===== src/rtl/bcdt_pkg.sv =====
// Package for the BCD countdown timer: state and result types, register map,
// and the BCD step and seven-segment helper functions. No dependencies.
`default_nettype none

package bcdt_pkg;

  localparam int unsigned NumDigits  = 4;
  localparam int unsigned DigitW     = 4;
  localparam int unsigned SegW       = 7;
  localparam int unsigned PrescW     = 8;
  localparam int unsigned ApbAddrW   = 3;
  localparam int unsigned ApbDataW   = 32;

  // Register map: word index taken from paddr[2]
  localparam logic REG_TICKS_PER_COUNT = 1'b0;
  localparam logic [PrescW-1:0] TicksPerCountRst = 8'd50;

  localparam logic [DigitW-1:0] DigitMax = 4'd9;

  // Index 0 is units, index 3 is thousands
  typedef logic [NumDigits-1:0][DigitW-1:0] digits_t;

  typedef struct packed {
    logic              running;
    logic [PrescW-1:0] prescale;
    digits_t           digits;
  } timer_state_t;

  typedef struct packed {
    logic [SegW-1:0] seg_thousands;
    logic [SegW-1:0] seg_hundreds;
    logic [SegW-1:0] seg_tens;
    logic [SegW-1:0] seg_units;
    logic            buzzer_on;
    logic            is_running;
  } timer_result_t;

  // Step the value down by one, holding at zero
  function automatic digits_t bcd_dec(digits_t d);
    digits_t r;
    logic    borrow;
    r      = d;
    borrow = (d != '0);
    for (int k = 0; k < NumDigits; k++) begin
      if (borrow) begin
        if (d[k] != '0) begin
          r[k]   = d[k] - DigitW'(1);
          borrow = 1'b0;
        end else begin
          r[k] = DigitMax;
        end
      end
    end
    return r;
  endfunction

  // Step the value up by one, wrapping from 9999 to 0000
  function automatic digits_t bcd_inc(digits_t d);
    digits_t r;
    logic    carry;
    r     = d;
    carry = 1'b1;
    for (int k = 0; k < NumDigits; k++) begin
      if (carry) begin
        if (d[k] < DigitMax) begin
          r[k]  = d[k] + DigitW'(1);
          carry = 1'b0;
        end else begin
          r[k] = '0;
        end
      end
    end
    return r;
  endfunction

  // Seven-segment code, bit 0 is segment a; non-decimal codes go blank
  function automatic logic [SegW-1:0] seg_code(logic [DigitW-1:0] d);
    logic [SegW-1:0] s;
    unique case (d)
      4'd0:    s = 7'h3F;
      4'd1:    s = 7'h06;
      4'd2:    s = 7'h5B;
      4'd3:    s = 7'h4F;
      4'd4:    s = 7'h66;
      4'd5:    s = 7'h6D;
      4'd6:    s = 7'h7D;
      4'd7:    s = 7'h07;
      4'd8:    s = 7'h7F;
      4'd9:    s = 7'h6F;
      default: s = '0;
    endcase
    return s;
  endfunction

endpackage

`default_nettype wire


===== src/rtl/bcdt_regs.sv =====
// Configuration register file of the BCD countdown timer (APB-style port).
// Depends on bcdt_pkg.
`default_nettype none

module bcdt_regs
  import bcdt_pkg::*;
(
  input  wire logic                clk_i,
  input  wire logic                rst_ni,
  input  wire logic                psel,
  input  wire logic                penable,
  input  wire logic                pwrite,
  input  wire logic [ApbAddrW-1:0] paddr,
  input  wire logic [ApbDataW-1:0] pwdata,
  output logic      [ApbDataW-1:0] prdata,
  output logic                     pready,
  output logic      [PrescW-1:0]   ticks_per_count_o
);

  logic [PrescW-1:0] tpc_q;
  logic              wr_en;
  logic              reg_idx;

  assign pready  = 1'b1;
  assign reg_idx = paddr[ApbAddrW-1];
  assign wr_en   = psel && penable && pwrite;

  // Write the prescaler reload at the access phase
  always_ff @(posedge clk_i or negedge rst_ni) begin
    if (!rst_ni) begin
      tpc_q <= TicksPerCountRst;
    end else if (wr_en && (reg_idx == REG_TICKS_PER_COUNT)) begin
      tpc_q <= pwdata[PrescW-1:0];
    end
  end

  // Decode read data
  always_comb begin
    prdata = '0;
    unique case (reg_idx)
      REG_TICKS_PER_COUNT: prdata = ApbDataW'(tpc_q);
      default:             prdata = '0;
    endcase
  end

  assign ticks_per_count_o = tpc_q;

endmodule

`default_nettype wire


===== src/rtl/bcdt_step.sv =====
// Per-tick update logic of the BCD countdown timer: start, prescaled
// countdown, up, down, then buzzer. Depends on bcdt_pkg.
`default_nettype none

module bcdt_step
  import bcdt_pkg::*;
(
  input  wire timer_state_t      state_i,
  input  wire logic [PrescW-1:0] ticks_per_count_i,
  input  wire logic              start_i,
  input  wire logic              up_i,
  input  wire logic              down_i,
  output timer_state_t           state_o,
  output timer_result_t          result_o
);

  logic              run_start;
  logic [PrescW-1:0] presc_inc;
  logic              presc_hit;
  digits_t           dig_cnt;
  digits_t           dig_up;
  digits_t           dig_dn;

  // Start sets the running flag, then the prescaler advances
  assign run_start = state_i.running || start_i;
  assign presc_inc = state_i.prescale + PrescW'(1);
  assign presc_hit = run_start && (presc_inc == ticks_per_count_i);

  // Chain countdown, up and down on the digit value
  assign dig_cnt = presc_hit ? bcd_dec(state_i.digits) : state_i.digits;
  assign dig_up  = up_i ? bcd_inc(dig_cnt) : dig_cnt;
  assign dig_dn  = down_i ? bcd_dec(dig_up) : dig_up;

  always_comb begin
    state_o.running  = run_start && !up_i && !down_i;
    state_o.digits   = dig_dn;
    if (!run_start) begin
      state_o.prescale = state_i.prescale;
    end else if (presc_hit) begin
      state_o.prescale = '0;
    end else begin
      state_o.prescale = presc_inc;
    end
  end

  // Segments show the value before the update
  always_comb begin
    result_o.seg_thousands = seg_code(state_i.digits[3]);
    result_o.seg_hundreds  = seg_code(state_i.digits[2]);
    result_o.seg_tens      = seg_code(state_i.digits[1]);
    result_o.seg_units     = seg_code(state_i.digits[0]);
    result_o.is_running    = state_o.running;
    result_o.buzzer_on     = state_o.running && (dig_dn == '0);
  end

endmodule

`default_nettype wire


===== src/rtl/bcd_countdown_timer_7seg.sv =====
// Top level of the 4-digit BCD countdown timer with seven-segment outputs.
// Depends on bcdt_pkg, bcdt_regs and bcdt_step.
//
//   channel | handshake                  | payload
//   --------+----------------------------+-------------------------------------
//   in      | in_valid_i / in_stall_o    | start/up/down_pressed_i
//   out     | out_valid_o / out_stall_i  | seg_*_o, buzzer_on_o, is_running_o
//   cfg     | psel/penable/pwrite/pready | paddr, pwdata, prdata
//
// One tick per cycle unless stalled: the timer state and the output register
// both load at the edge that takes the transaction, so the result is offered
// from the next cycle on. The input stalls only while a held result is stalled.
// Reset clears the running flag, prescaler and digits; reload resets to 50.
// No clearing pass after reset: the first tick is taken at once.
`default_nettype none

module bcd_countdown_timer_7seg
  import bcdt_pkg::*;
(
  input  wire logic                clk_i,
  input  wire logic                rst_ni,
  input  wire logic                in_valid_i,
  output logic                     in_stall_o,
  input  wire logic                start_pressed_i,
  input  wire logic                up_pressed_i,
  input  wire logic                down_pressed_i,
  output logic                     out_valid_o,
  input  wire logic                out_stall_i,
  output logic      [SegW-1:0]     seg_thousands_o,
  output logic      [SegW-1:0]     seg_hundreds_o,
  output logic      [SegW-1:0]     seg_tens_o,
  output logic      [SegW-1:0]     seg_units_o,
  output logic                     buzzer_on_o,
  output logic                     is_running_o,
  input  wire logic                psel,
  input  wire logic                penable,
  input  wire logic                pwrite,
  input  wire logic [ApbAddrW-1:0] paddr,
  input  wire logic [ApbDataW-1:0] pwdata,
  output logic      [ApbDataW-1:0] prdata,
  output logic                     pready
);

  logic [PrescW-1:0] tpc;
  timer_state_t      state_q;
  timer_state_t      state_d;
  timer_result_t     result_d;
  timer_result_t     result_q;
  logic              out_valid_q;
  logic              in_accept;

  bcdt_regs u_regs (
    .clk_i             (clk_i),
    .rst_ni            (rst_ni),
    .psel              (psel),
    .penable           (penable),
    .pwrite            (pwrite),
    .paddr             (paddr),
    .pwdata            (pwdata),
    .prdata            (prdata),
    .pready            (pready),
    .ticks_per_count_o (tpc)
  );

  bcdt_step u_step (
    .state_i           (state_q),
    .ticks_per_count_i (tpc),
    .start_i           (start_pressed_i),
    .up_i              (up_pressed_i),
    .down_i            (down_pressed_i),
    .state_o           (state_d),
    .result_o          (result_d)
  );

  // Take a transaction unless a held result is stalled
  assign in_stall_o = out_valid_q && out_stall_i;
  assign in_accept  = in_valid_i && !in_stall_o;

  // Advance timer state on each accepted tick
  always_ff @(posedge clk_i or negedge rst_ni) begin
    if (!rst_ni) begin
      state_q <= '0;
    end else if (in_accept) begin
      state_q <= state_d;
    end
  end

  // Hold the output valid until the result is taken
  always_ff @(posedge clk_i or negedge rst_ni) begin
    if (!rst_ni) begin
      out_valid_q <= 1'b0;
    end else if (in_accept) begin
      out_valid_q <= 1'b1;
    end else if (!out_stall_i) begin
      out_valid_q <= 1'b0;
    end
  end

  // Load the result payload
  always_ff @(posedge clk_i) begin
    if (in_accept) begin
      result_q <= result_d;
    end
  end

  assign out_valid_o     = out_valid_q;
  assign seg_thousands_o = result_q.seg_thousands;
  assign seg_hundreds_o  = result_q.seg_hundreds;
  assign seg_tens_o      = result_q.seg_tens;
  assign seg_units_o     = result_q.seg_units;
  assign buzzer_on_o     = result_q.buzzer_on;
  assign is_running_o    = result_q.is_running;

  // Digits always stay decimal
  a_digits_decimal: assert property (@(posedge clk_i) disable iff (!rst_ni)
    (state_q.digits[0] <= DigitMax) && (state_q.digits[1] <= DigitMax) &&
    (state_q.digits[2] <= DigitMax) && (state_q.digits[3] <= DigitMax))
    else $error("BCD digit out of range");

  // Timer state moves only on an accepted tick
  a_state_hold: assert property (@(posedge clk_i) disable iff (!rst_ni)
    !in_accept |=> $stable(state_q))
    else $error("timer state changed without a tick");

  // Buzzer needs the timer running
  a_buzzer_running: assert property (@(posedge clk_i) disable iff (!rst_ni)
    out_valid_o && buzzer_on_o |-> is_running_o)
    else $error("buzzer on while stopped");

  // Reported running flag matches the stored one after each tick
  a_running_match: assert property (@(posedge clk_i) disable iff (!rst_ni)
    in_accept |=> (is_running_o == state_q.running) && out_valid_o)
    else $error("running flag mismatch");

endmodule

`default_nettype wire

===== config.mk =====
export PLATFORM = sky130hd
export DESIGN_NAME = bcd_countdown_timer_7seg
export DESIGN_NICKNAME = d
export VERILOG_FILES = /design/src/rtl/bcdt_pkg.sv /design/src/rtl/bcdt_regs.sv /design/src/rtl/bcdt_step.sv /design/src/rtl/bcd_countdown_timer_7seg.sv
export SDC_FILE = /design/constraint.sdc
export NUM_CORES = 1
export LEC_CHECK = 0
export ABC_CLOCK_PERIOD_IN_PS = 4900
export BUFFER_PORTS_ARGS = -buffer_cell sky130_fd_sc_hd__buf_2
export CAP_MARGIN = 20
export CORE_AREA = 2 2 121 123
export DETAILED_ROUTE_END_ITERATION = 10
export DIE_AREA = 0 0 123 125
export PLACE_DENSITY = 0.61
export SYNTH_ARGS = -nofsm -noshare
export SYNTH_HDL_FRONTEND = slang
export SYNTH_SLANG_ARGS = --single-unit

===== constraint.sdc =====
create_clock -name clk_i -period 4.9 [get_ports clk_i]
set_input_delay 0.245 -clock clk_i [delete_from_list [all_inputs] [get_ports clk_i]]
set_output_delay 0.245 -clock clk_i [all_outputs]
set_load 0.005 [all_outputs]

* Yosys cells after proc, flatten, opt, wreduce, memory -nomap -nowiden
Memories as Yosys holds them, arrays and structs flattened. A register that Yosys moved wholly into a read port is not among the register bits.
Cells that the tools add are included.
** Operators by class
- Add/sub/neg operators :: 13
- $lt $le $gt $ge :: 4
- Equal/unequal tests :: 2
- Mux-type cells :: 47
- Bitwise operators :: 1
- Reduce and logical (&&, ||, !) cells :: 25
** Operator list (number)
- $mux 4 :: 23
- $mux 16 :: 3
- $reduce_bool 16->1 :: 2
- $reduce_bool 4->1 :: 8
- $sub 4x1->4 const B :: 8
- $mux 1 :: 19
- $add 4x1->4 const B :: 4
- $logic_not 16->1 :: 1
- $lt 4x4->1 const B :: 4
- $mux 8 :: 2
- $logic_and 1x1->1 :: 9
- $add 8x1->8 const B :: 1
- $eq 8x8->1 :: 1
- $logic_not 1->1 :: 3
- $ne 2x1->1 const B :: 1
- $reduce_and 2->1 :: 1
- $logic_or 1x1->1 :: 1
- $not 1->1 :: 1
** Word-level totals
- Flip-flop bits (word level) :: 36
- Bits in read-only memories :: 448
- Input bits :: 45
- Output and inout bits :: 65
- Memories kept :: 4
** Memory list
- (name not given) :: words 16, bits a word 7, read ports 1, clocked after memory_dff 1, write ports 0, line bcdt_pkg.sv:79 : unique case (d)
- (name not given) :: words 16, bits a word 7, read ports 1, clocked after memory_dff 1, write ports 0, line bcdt_pkg.sv:79
- (name not given) :: words 16, bits a word 7, read ports 1, clocked after memory_dff 1, write ports 0, line bcdt_pkg.sv:79
- (name not given) :: words 16, bits a word 7, read ports 1, clocked after memory_dff 1, write ports 0, line bcdt_pkg.sv:79

* Longest topological paths before layout
Gate-level depths: netlist (run 1).
- Word-level depth :: 23
- Mapped depth :: 23
- Depth with buffers taken out :: 21

* Hierarchy
A second synthesis (run 1) with hierarchy kept.
** Second synthesis, totals
- Cell total of the unflattened synthesis :: 649
- Area total of the unflattened synthesis :: 5855.6 um2
** By module, submodules not included
- bcdt_step :: instances 1, cells each 511, area an instance 3296.9 um2, seq. area each 0.0 um2
- bcd_countdown_timer_7seg :: instances 1, cells each 86, area an instance 1975.6 um2, seq. area each 1551.5 um2
- bcdt_regs :: instances 1, cells each 52, area an instance 583.1 um2, seq. area each 203.9 um2

* Least setup slack after synthesis (run 1)
No wires, ideal clock.
- Path type :: register to register
- Start :: reg state_q[16] (netlist name)
- End :: reg result_q, in the netlist buzzer_on_o, data pin
- Data arrival time :: 5.205 ns
- Required time :: 4.731 ns
- Slack :: -0.473 ns
- Stages on the path, launching flop included :: 22
- Path buffers :: 1
- Clock period less this slack :: 5.373 ns
- Cell sequence :: dfrtp_1 > ha_1 > xor2_1 > nor3_1 > o211ai_1 > a2111oi_0 > a2bb2oi_1 > inv_1 > ha_1 > o21ai_0 > o21ai_0 > or3_1 > mux2_4 > a211oi_4 > buf_6 > a31o_4 > nand2_1 > or4b_4 > nor4b_2 > xnor2_1 > o2bb2ai_1 > nor4b_2
** RTL lines
- from (decl) :: line bcd_countdown_timer_7seg.sv:45 : timer_state_t state_q;
- from (signal assigned) :: line bcd_countdown_timer_7seg.sv:84 : state_q <= state_d;
- to (signal assigned) :: line bcd_countdown_timer_7seg.sv:102 : result_q <= result_d;
- to (decl) :: line bcd_countdown_timer_7seg.sv:48 : timer_result_t result_q;

==> impl_results.md, run 1 <==
- FFs w/ async S/R, synth: a little over half
- Vias per cell: 5.35
- Setup WS post-layout: just under 0.03 ns
- Die extent in x: roughly 120 um
- Row count: 44
- Worst path slowest cell: or4b_4
- CTS buffer count: 9
- Die height: 125 um
- Starting Density: ~38%
- Synth Cell Area: 5350 um^2
- #FFs+latches synth: 64
- WL final: about 15000 um
- Clock-pin slew on the worst setup and hold paths: 0.06 ns
- Core Util, Final: roughly 50%
- Via count: 5219
- Largest net degree at the start of global routing: 38
- Overall Global Routing Usage: 20.7%
- Worst vdd ir: 194 uV
- Worst min-delay path category: input pin to asynchronous set/reset pin
- Worst Setup End Kind: flop
- Power per cell area: 500 nW/um^2
- CP Buf/Inv Count: 5
- WP data arrival: 5.06 ns
- IO buf count: 58
- Yosys warning count: 0
- Die area: 15400 um^2
- # DRC: 0
- Share of layout cells above drive strength 1: around 36%
- CTS tree: done
- GPL Wtd Cong: 0.967
- Wire length per cell: 15.8 um
- Syn-to-layout area delta: 36.1%
- WS Path Type: flop to flop
- LEAKAGE: 3.16 nW
- Setup WS pre-CTS: -0.103 ns
- Final hold violation count: 0
- Clock latency on the worst-skew pair: 0.36 ns
- EDFF count, synth: 30
- Worst Path Max Fanout: 10
- Most used cell, CP: buf_4
- Max-slew violation count: 0
- Cts hold-fix bufs: 0
- HPWL after DPL: roughly 11000 um
- Final Cell Area: 7280 um^2
- Number of global-route vias before repair: just under 5000
- Skew final: 0.0105 ns
- Yosys cell types: 85
- Final setup viols: 0
- Tcrit/Tclk final: 99.4%
- Critical path, cell by cell: buf_12, nand4_4, and4bb_2, a311o_1, o211ai_2, buf_4, o21ai_4, inv_1, ha_4, o21ai_4, o21ai_2, or3_4, buf_4, mux2i_2, buf_4, o31ai_1, a31o_4, nand2_2, or4b_4, or2_4, a21oi_4, nand3_1, nor4b_2
- CP delay by family, top: simple AND/OR/NAND/NOR gates
- Core Area: around 14000 um^2
- Max incr delay on CP: between 0.5 and 0.6 ns
- Pre-antenna DRT Iters: 5
- Worst Tran Pin Value: 1.06 ns
- Syn_area_per_cell: 8.80 um^2
- Seq/Total Area, Yosys: 32.8%
- Io pins: 110
- Cell Area, Placed: a little under 7000 um^2
- Period minus WS final: 4.87 ns
- Post-synthesis instance total: slightly above 600
- CP Launch Type: flop
- Congestion Overflow GR: 0
- Overall power: 0.00364 W
- Initial antenna violation count: 0
- Maxcap violations: 0
- Relative slew slack: 29.3%
- Diodes inserted: 0
- Clk sinks: 64
- Final nets: 865
- Top FF cell, synth: dfrtp_1
- CTS Root Cell: clkbuf_16
- Critical Path RT: between 5 and 6 ns
- Number of fill cells: 1299
- H-Tree Depth: 3
- First-pass GRT wire length: around 25000 um
- Drt initial violations: 340
- Max clock buf depth: 2
- Post-route ant nets: 0
- Status: completed
- RSZ-0062 raised after global routing: yes
- Dpl cells: 951
- Non-filler cells, final: between 900 and 1000
- Maximum clock frequency: 0.205 GHz
final cells by class:
type / instances / area [um^2] / share of cell area [%]
flip-flops and latches: 64 / 1760 / 24.2
inverters: 33 / 124 / 1.70
clock buffers: 16 / 292 / 4.00
repair buffers: 192 / 1330 / 18.2
multi-input cells: 487 / 3550 / 48.8
well taps: 184 / 230 / 3.16
layout by cell type, fill, tap and decap left out, drive strengths merged, types with 18 or more instances in the layout:
cell type / instances
conb: 25
buf: 192
nand2: 59
a21oi: 31
edfxtp: 30
nand3: 18
inv: 32
o21ai: 64
ha: 33
nor2: 49
dfrtp: 31
cell usage after synthesis (3+ instances only):
library cell	number	area share, %
dfrtp_1	31	15
nor4_1	3	0.35
edfxtp_1	30	17
nand3_1	18	1.7
nor2_1	48	3.4
nor2b_1	14	1.6
or2_2	3	0.35
xnor2_1	12	2.0
a211oi_1	6	0.84
nand2_1	59	4.1
ha_1	33	7.7
and2_1	4	0.47
nor3b_1	7	0.98
clkbuf_1	16	1.1
or2_1	3	0.35
nand4_1	4	0.47
a31oi_1	8	0.94
inv_1	32	2.2
nand2b_1	4	0.47
o21ai_0	59	5.5
buf_2	4	0.37
buf_4	25	3.5
o31ai_1	5	0.70
o41ai_1	3	0.49
o22ai_1	10	1.2
a21oi_1	31	2.9
o211ai_1	4	0.56
o21ai_1	5	0.47
or3_1	4	0.47
nor3_1	12	1.1
mux2_2	12	2.5
a2111oi_0	3	0.49
xor2_1	7	1.1
o2111ai_1	3	0.49
dfstp_2	3	1.5
and3_1	5	0.58
mux2i_1	12	2.2
a21o_1	5	0.70
repair_timing:
item / CTS / global route
setup endpoints to repair: 8 / 14
gates resized for setup: 14 / 18
buffers inserted: 4 / 5
endpoints found under the hold margin: 0 / 0
pin swaps: 14 / 7
cloned: 0 / 0
logic make-up (layout without fill, tap and decap cells):
kind of cell / Yosys count / in the layout / share of synthesized area, %
simple gates: 204 / 204 / 20.0
flops: 64 / 64 / 32.8
mux: 26 / 26 / 5.31
fa+ha+maj: 33 / 33 / 7.72
compound gates: 178 / 178 / 22.7
other cells: 2 / 25 / 0.140
buf+inv: 80 / 241 / 7.60
xor+xnor: 21 / 21 / 3.72
routing by layer:
metal | vias up | GRT usage, % | share of wire [%]
li1 | 2539 | - | -
met2 | 181 | 33.0 | 47
met5 | - | 0 | 0
met4 | 0 | 11.7 | 4.1
met3 | 35 | 3.74 | 5.7
met1 | 2464 | 26.3 | 43
registers in the layout, indices dropped and copies added, names as in the netlist:
name                      flops
seg_hundreds_o                7
seg_units_o                   7
state_q                      25
buzzer_on_o                   1
is_running_o                  1
out_valid_o                   1
seg_tens_o                    7
seg_thousands_o               7
u_regs.ticks_per_count_o      8
final timing paths:
kind / slack [ns] / end / startpoint / cells after the start
worst max-delay path: 0.03 / buzzer_on_o$_DFFE_PP_ / state_q[16]$_DFFE_PN0P_ / 23
worst max register to register: 0.03 / buzzer_on_o$_DFFE_PP_ / state_q[16]$_DFFE_PN0P_ / 23
worst min-delay path: 0.007 / u_regs.ticks_per_count_o[7]$_DFFE_PN0P_ / rst_ni / 1
max in group asynchronous: 4.31 / state_q[19]$_DFFE_PN0P_ / rst_ni / 1
worst min register to register: 0.53 / state_q[24]$_DFFE_PN0P_ / state_q[24]$_DFFE_PN0P_ / 1
min in group clk_i: 0.10 / out_valid_o$_DFFE_PN0P_ / in_valid_i / 2
power by group:
group / leakage [nW] / switching (W) / internal [W]
Combinational: 2.34 / 0.00115 / 0.00101
Sequential: 0.681 / 0.0000851 / 0.000760
Clock: 0.143 / 0.000241 / 0.000398
Total: 3.16 / 0.00147 / 0.00217
through the flow:
stage / setup TNS [ns] / hold slack (ns)
after global routing: -1.12 / 0.0815
after CTS: 0 / 0.0247
after global placement: -0.0243 / 0.391
final: 0 / 0.00742
after detailed placement: -0.239 / 0.402
after floorplan: -0.0148 / -0.0506
No activity file was read; power rests on OpenSTA's default activity.
==> inputs of run 2 (changes only) <==
--- a/config.mk
+++ b/config.mk
@@ -11,6 +11,7 @@
 export CORE_AREA = 2 2 121 123
 export DETAILED_ROUTE_END_ITERATION = 10
 export DIE_AREA = 0 0 123 125
+export MAX_ROUTING_LAYER = met4
 export PLACE_DENSITY = 0.61
 export SYNTH_ARGS = -nofsm -noshare
 export SYNTH_HDL_FRONTEND = slang
==> run 2 against run 1 <==
- the run now ends with negative hold slack, negative setup slack left
- first-iteration DRC count shrank 18%
- via count rose by 0.98%
- non-clock buffer count increased by 6
- final cell count up 0.61%
- sequential share of layout area fell by 0.49 points
- power rose by 0.52%
- register-to-register slack got worse by 0.05 ns
- wire length rose by 0.14%
- critical path depth is 1 lower
- die area is the same
- worst setup slack lost 0.052 ns
==> impl_results.md, run 2 (same netlist as run 1, synthesis figures left out) <==
- Die height: 125 um (unchanged)
- Worst Tran Pin Value: 1.15 ns (+0.0899 ns)
- Max clock buf depth: 2 (unchanged)
- WS Path Type: flop to flop
- Overall Global Routing Usage: 21.0% (+0.23 points)
- Worst Setup End Kind: flop
- Starting Density: 37.7% (unchanged)
- # DRC: 0 (unchanged)
- Diodes inserted: 0 (unchanged)
- Setup WS pre-CTS: -0.137 ns (-0.0340 ns)
- FF+latch area: 1760 um^2 (unchanged)
- Vias per cell: 5.37 (+0.36%)
- Core Util, Final: 52.3% (+1.1 points)
- Relative slew slack: 23.3% (-6.0 points)
- Max incr delay on CP: 0.57 ns (about the same)
- Number of fill cells: 1279 (-1.5%)
- Commonest non-fill, non-tap cell in the layout: buf_4
- Worst vdd ir: 211 uV (+8.6%)
- Worst min-delay path category: input pin to asynchronous set/reset pin
- Clock-pin slew on the worst setup and hold paths: 0.05 ns (about the same)
- First-pass GRT wire length: 24700 um (-1.1%)
- Skew final: 0.00951 ns (-0.00104 ns)
- Maximum clock frequency: 0.203 GHz (-1.1%)
- Origin of the critical flop-to-flop path: state_q[17]$_DFFE_PN0P_
- Largest register by flop count: state_q
- Wire length per cell: 15.7 um (-0.47%)
- Largest net degree at the start of global routing: 38 (unchanged)
- Worst path slowest cell: or4b_4
- Clock latency on the worst-skew pair: 0.35 ns (about the same)
- CP Launch Type: flop
- CTS buffer count: 9 (unchanged)
- Core Area: 14200 um^2 (unchanged)
- GPL Wtd Cong: 0.972 (+0.51%)
- Tcrit/Tclk final: 100% (+1.1 points)
- IO buf count: 58 (unchanged)
- Drt initial violations: 279 (-18%)
- Critical path, cell by cell: ha_4, xor2_2, nor3_2, o211ai_1, buf_4, a2111oi_4, a2bb2oi_4, inv_2, ha_4, o21ai_2, o21ai_2, or3_1, mux2_4, buf_4, o21ai_1, a31o_4, nand2_2, or4b_4, or2_4, a21oi_4, nand3_1, nor4b_2
- Initial antenna violation count: 0 (unchanged)
- CTS Root Cell: clkbuf_16
- Final nets: 871 (+0.69%)
- Number of global-route vias before repair: 5056 (+1.7%)
- Max reg flops: 25 (unchanged)
- Power per cell area: 492 nW/um^2 (-1.5%)
- Reg2reg end: buzzer_on_o$_DFFE_PP_
- LEAKAGE: 3.19 nW (+0.99%)
- Min Hold Slack: -0.00769 ns (-0.0151 ns)
- Period minus WS final: 4.92 ns (+0.0521 ns)
- Clk sinks: 64 (unchanged)
- Final hold violation count: 25 (+25)
- Die extent in x: 123 um (unchanged)
- RSZ-0062 raised after global routing: yes
- R2R cell count: 22 (-4.3%)
- Multi-input logic area: 3650 um^2 (+2.8%)
- Maxcap violations: 0 (unchanged)
- Io pins: 110 (unchanged)
- Row count: 44 (unchanged)
- Congestion Overflow GR: 0 (unchanged)
- Share of layout cells above drive strength 1: 38.0% (+1.9 points)
- WL final: 15400 um (+0.14%)
- Max-slew violation count: 0 (unchanged)
- Pre-antenna DRT Iters: 5 (unchanged)
- Post-route ant nets: 0 (unchanged)
- Syn-to-layout area delta: 38.9%
- Critical Path RT: 5.08 ns (about the same)
- Most frequent cells in the layout: buf_4, nand2_1, buf_2
- Worst Path Max Fanout: 6 (-4)
- R2R Setup Slk: -0.02 ns (-0.05 ns)
- WP data arrival: 5.10 ns (+0.04 ns)
- Failing checks: negative hold slack, negative setup slack
- Status: complete, but fails checks
- Setup WS post-layout: -0.0225 ns (-0.0521 ns)
- CTS tree: done
- Die area: 15400 um^2 (unchanged)
- H-Tree Depth: 3 (unchanged)
- Via count: 5270 (+0.98%)
- Final setup viols: 1 (+1)
- HPWL after DPL: 11600 um (+0.71%)
[run 2: changes by cell type in the layout (fill, tap and decap cells not counted), moves of 2 or more]
cell | previous run | this run
o21ai_1 | 9 | 7
clkbuf_8 | 4 | 0
buf_6 | 1 | 5
clkinv_2 | 0 | 4
o21ai_2 | 3 | 8
a2111oi_2 | 2 | 0
o21ai_4 | 2 | 0
a2111oi_4 | 1 | 3
[run 2: cell type report]
class                           count  area share [%]
Clock buffer                       11            3.13
Clock inverter                      5           0.320
Inverter                           33            1.67
Multi-Input combinational cell    487            49.1
Sequential cell                    64            23.7
Tap cell                          184            3.10
Timing Repair Buffer              198            19.0
[run 2: stage by stage]
stage,hold WS [ns],setup TNS (ns),power [W],cell area (um^2),instances
after floorplan,-0.0506,-0.0148,0.00206,5600,631
after global placement,0.393,-0.00292,0.00284,6790,952
after detailed placement,0.390,-0.414,0.00289,6790,952
after CTS,0.0221,-0.0307,0.00351,7110,970
after global routing,0.0696,-1.12,0.00393,7430,982
final,-0.00769,-0.0225,0.00366,7430,982
[run 2: timing repair]
item | in CTS | in global routing
setup endpoints to repair | 11 | 14
hold buffers | 0 | 0
gates resized for setup | 14 | 41
pin swaps | 13 | 16
buffers inserted | 2 | 12
cloned | 0 | 1
[run 2: metal layers]
layer  part of all wire (%)  up-vias  GRT usage [%]
li1                       -     2562              -
met1                     43     2469           26.1
met2                     47      202           32.7
met3                    6.4       37           3.19
met4                    4.1        0           10.9
met5                      0        -              -
[run 2: worst max path at each step]
stage | start | end | slack [ns] | cells after the start
2_1_floorplan | state_q[16]$_DFFE_PN0P_ | buzzer_on_o$_DFFE_PP_ | -0.01 | 22
3_3_place_gp | state_q[16]$_DFFE_PN0P_ | state_q[8]$_DFFE_PN0P_ | -0.003 | 23
3_5_place_dp | state_q[17]$_DFFE_PN0P_ | buzzer_on_o$_DFFE_PP_ | -0.14 | 21
4_1_cts | state_q[16]$_DFFE_PN0P_ | state_q[13]$_DFFE_PN0P_ | -0.02 | 21
5_1_grt | state_q[17]$_DFFE_PN0P_ | buzzer_on_o$_DFFE_PP_ | -0.26 | 23
6_report | state_q[17]$_DFFE_PN0P_ | buzzer_on_o$_DFFE_PP_ | -0.02 | 22
[run 2: worst max-delay path: cells and delay by family, from the launching register on]
family,cells,cell delay (ns)
fa+ha+maj,2,0.41
flops,1,0.42
simple gates,7,1.82
mux,1,0.29
buf+inv,3,0.38
compound gates,8,1.27
xor+xnor,1,0.15
[run 2: power by group]
part / total [W] / internal [W] / leakage [nW] / switching [W]
clock network: 0.000573 / 0.000336 / 0.130 / 0.000237
registers: 0.000846 / 0.000760 / 0.681 / 0.0000863
logic: 0.00224 / 0.00105 / 2.38 / 0.00119
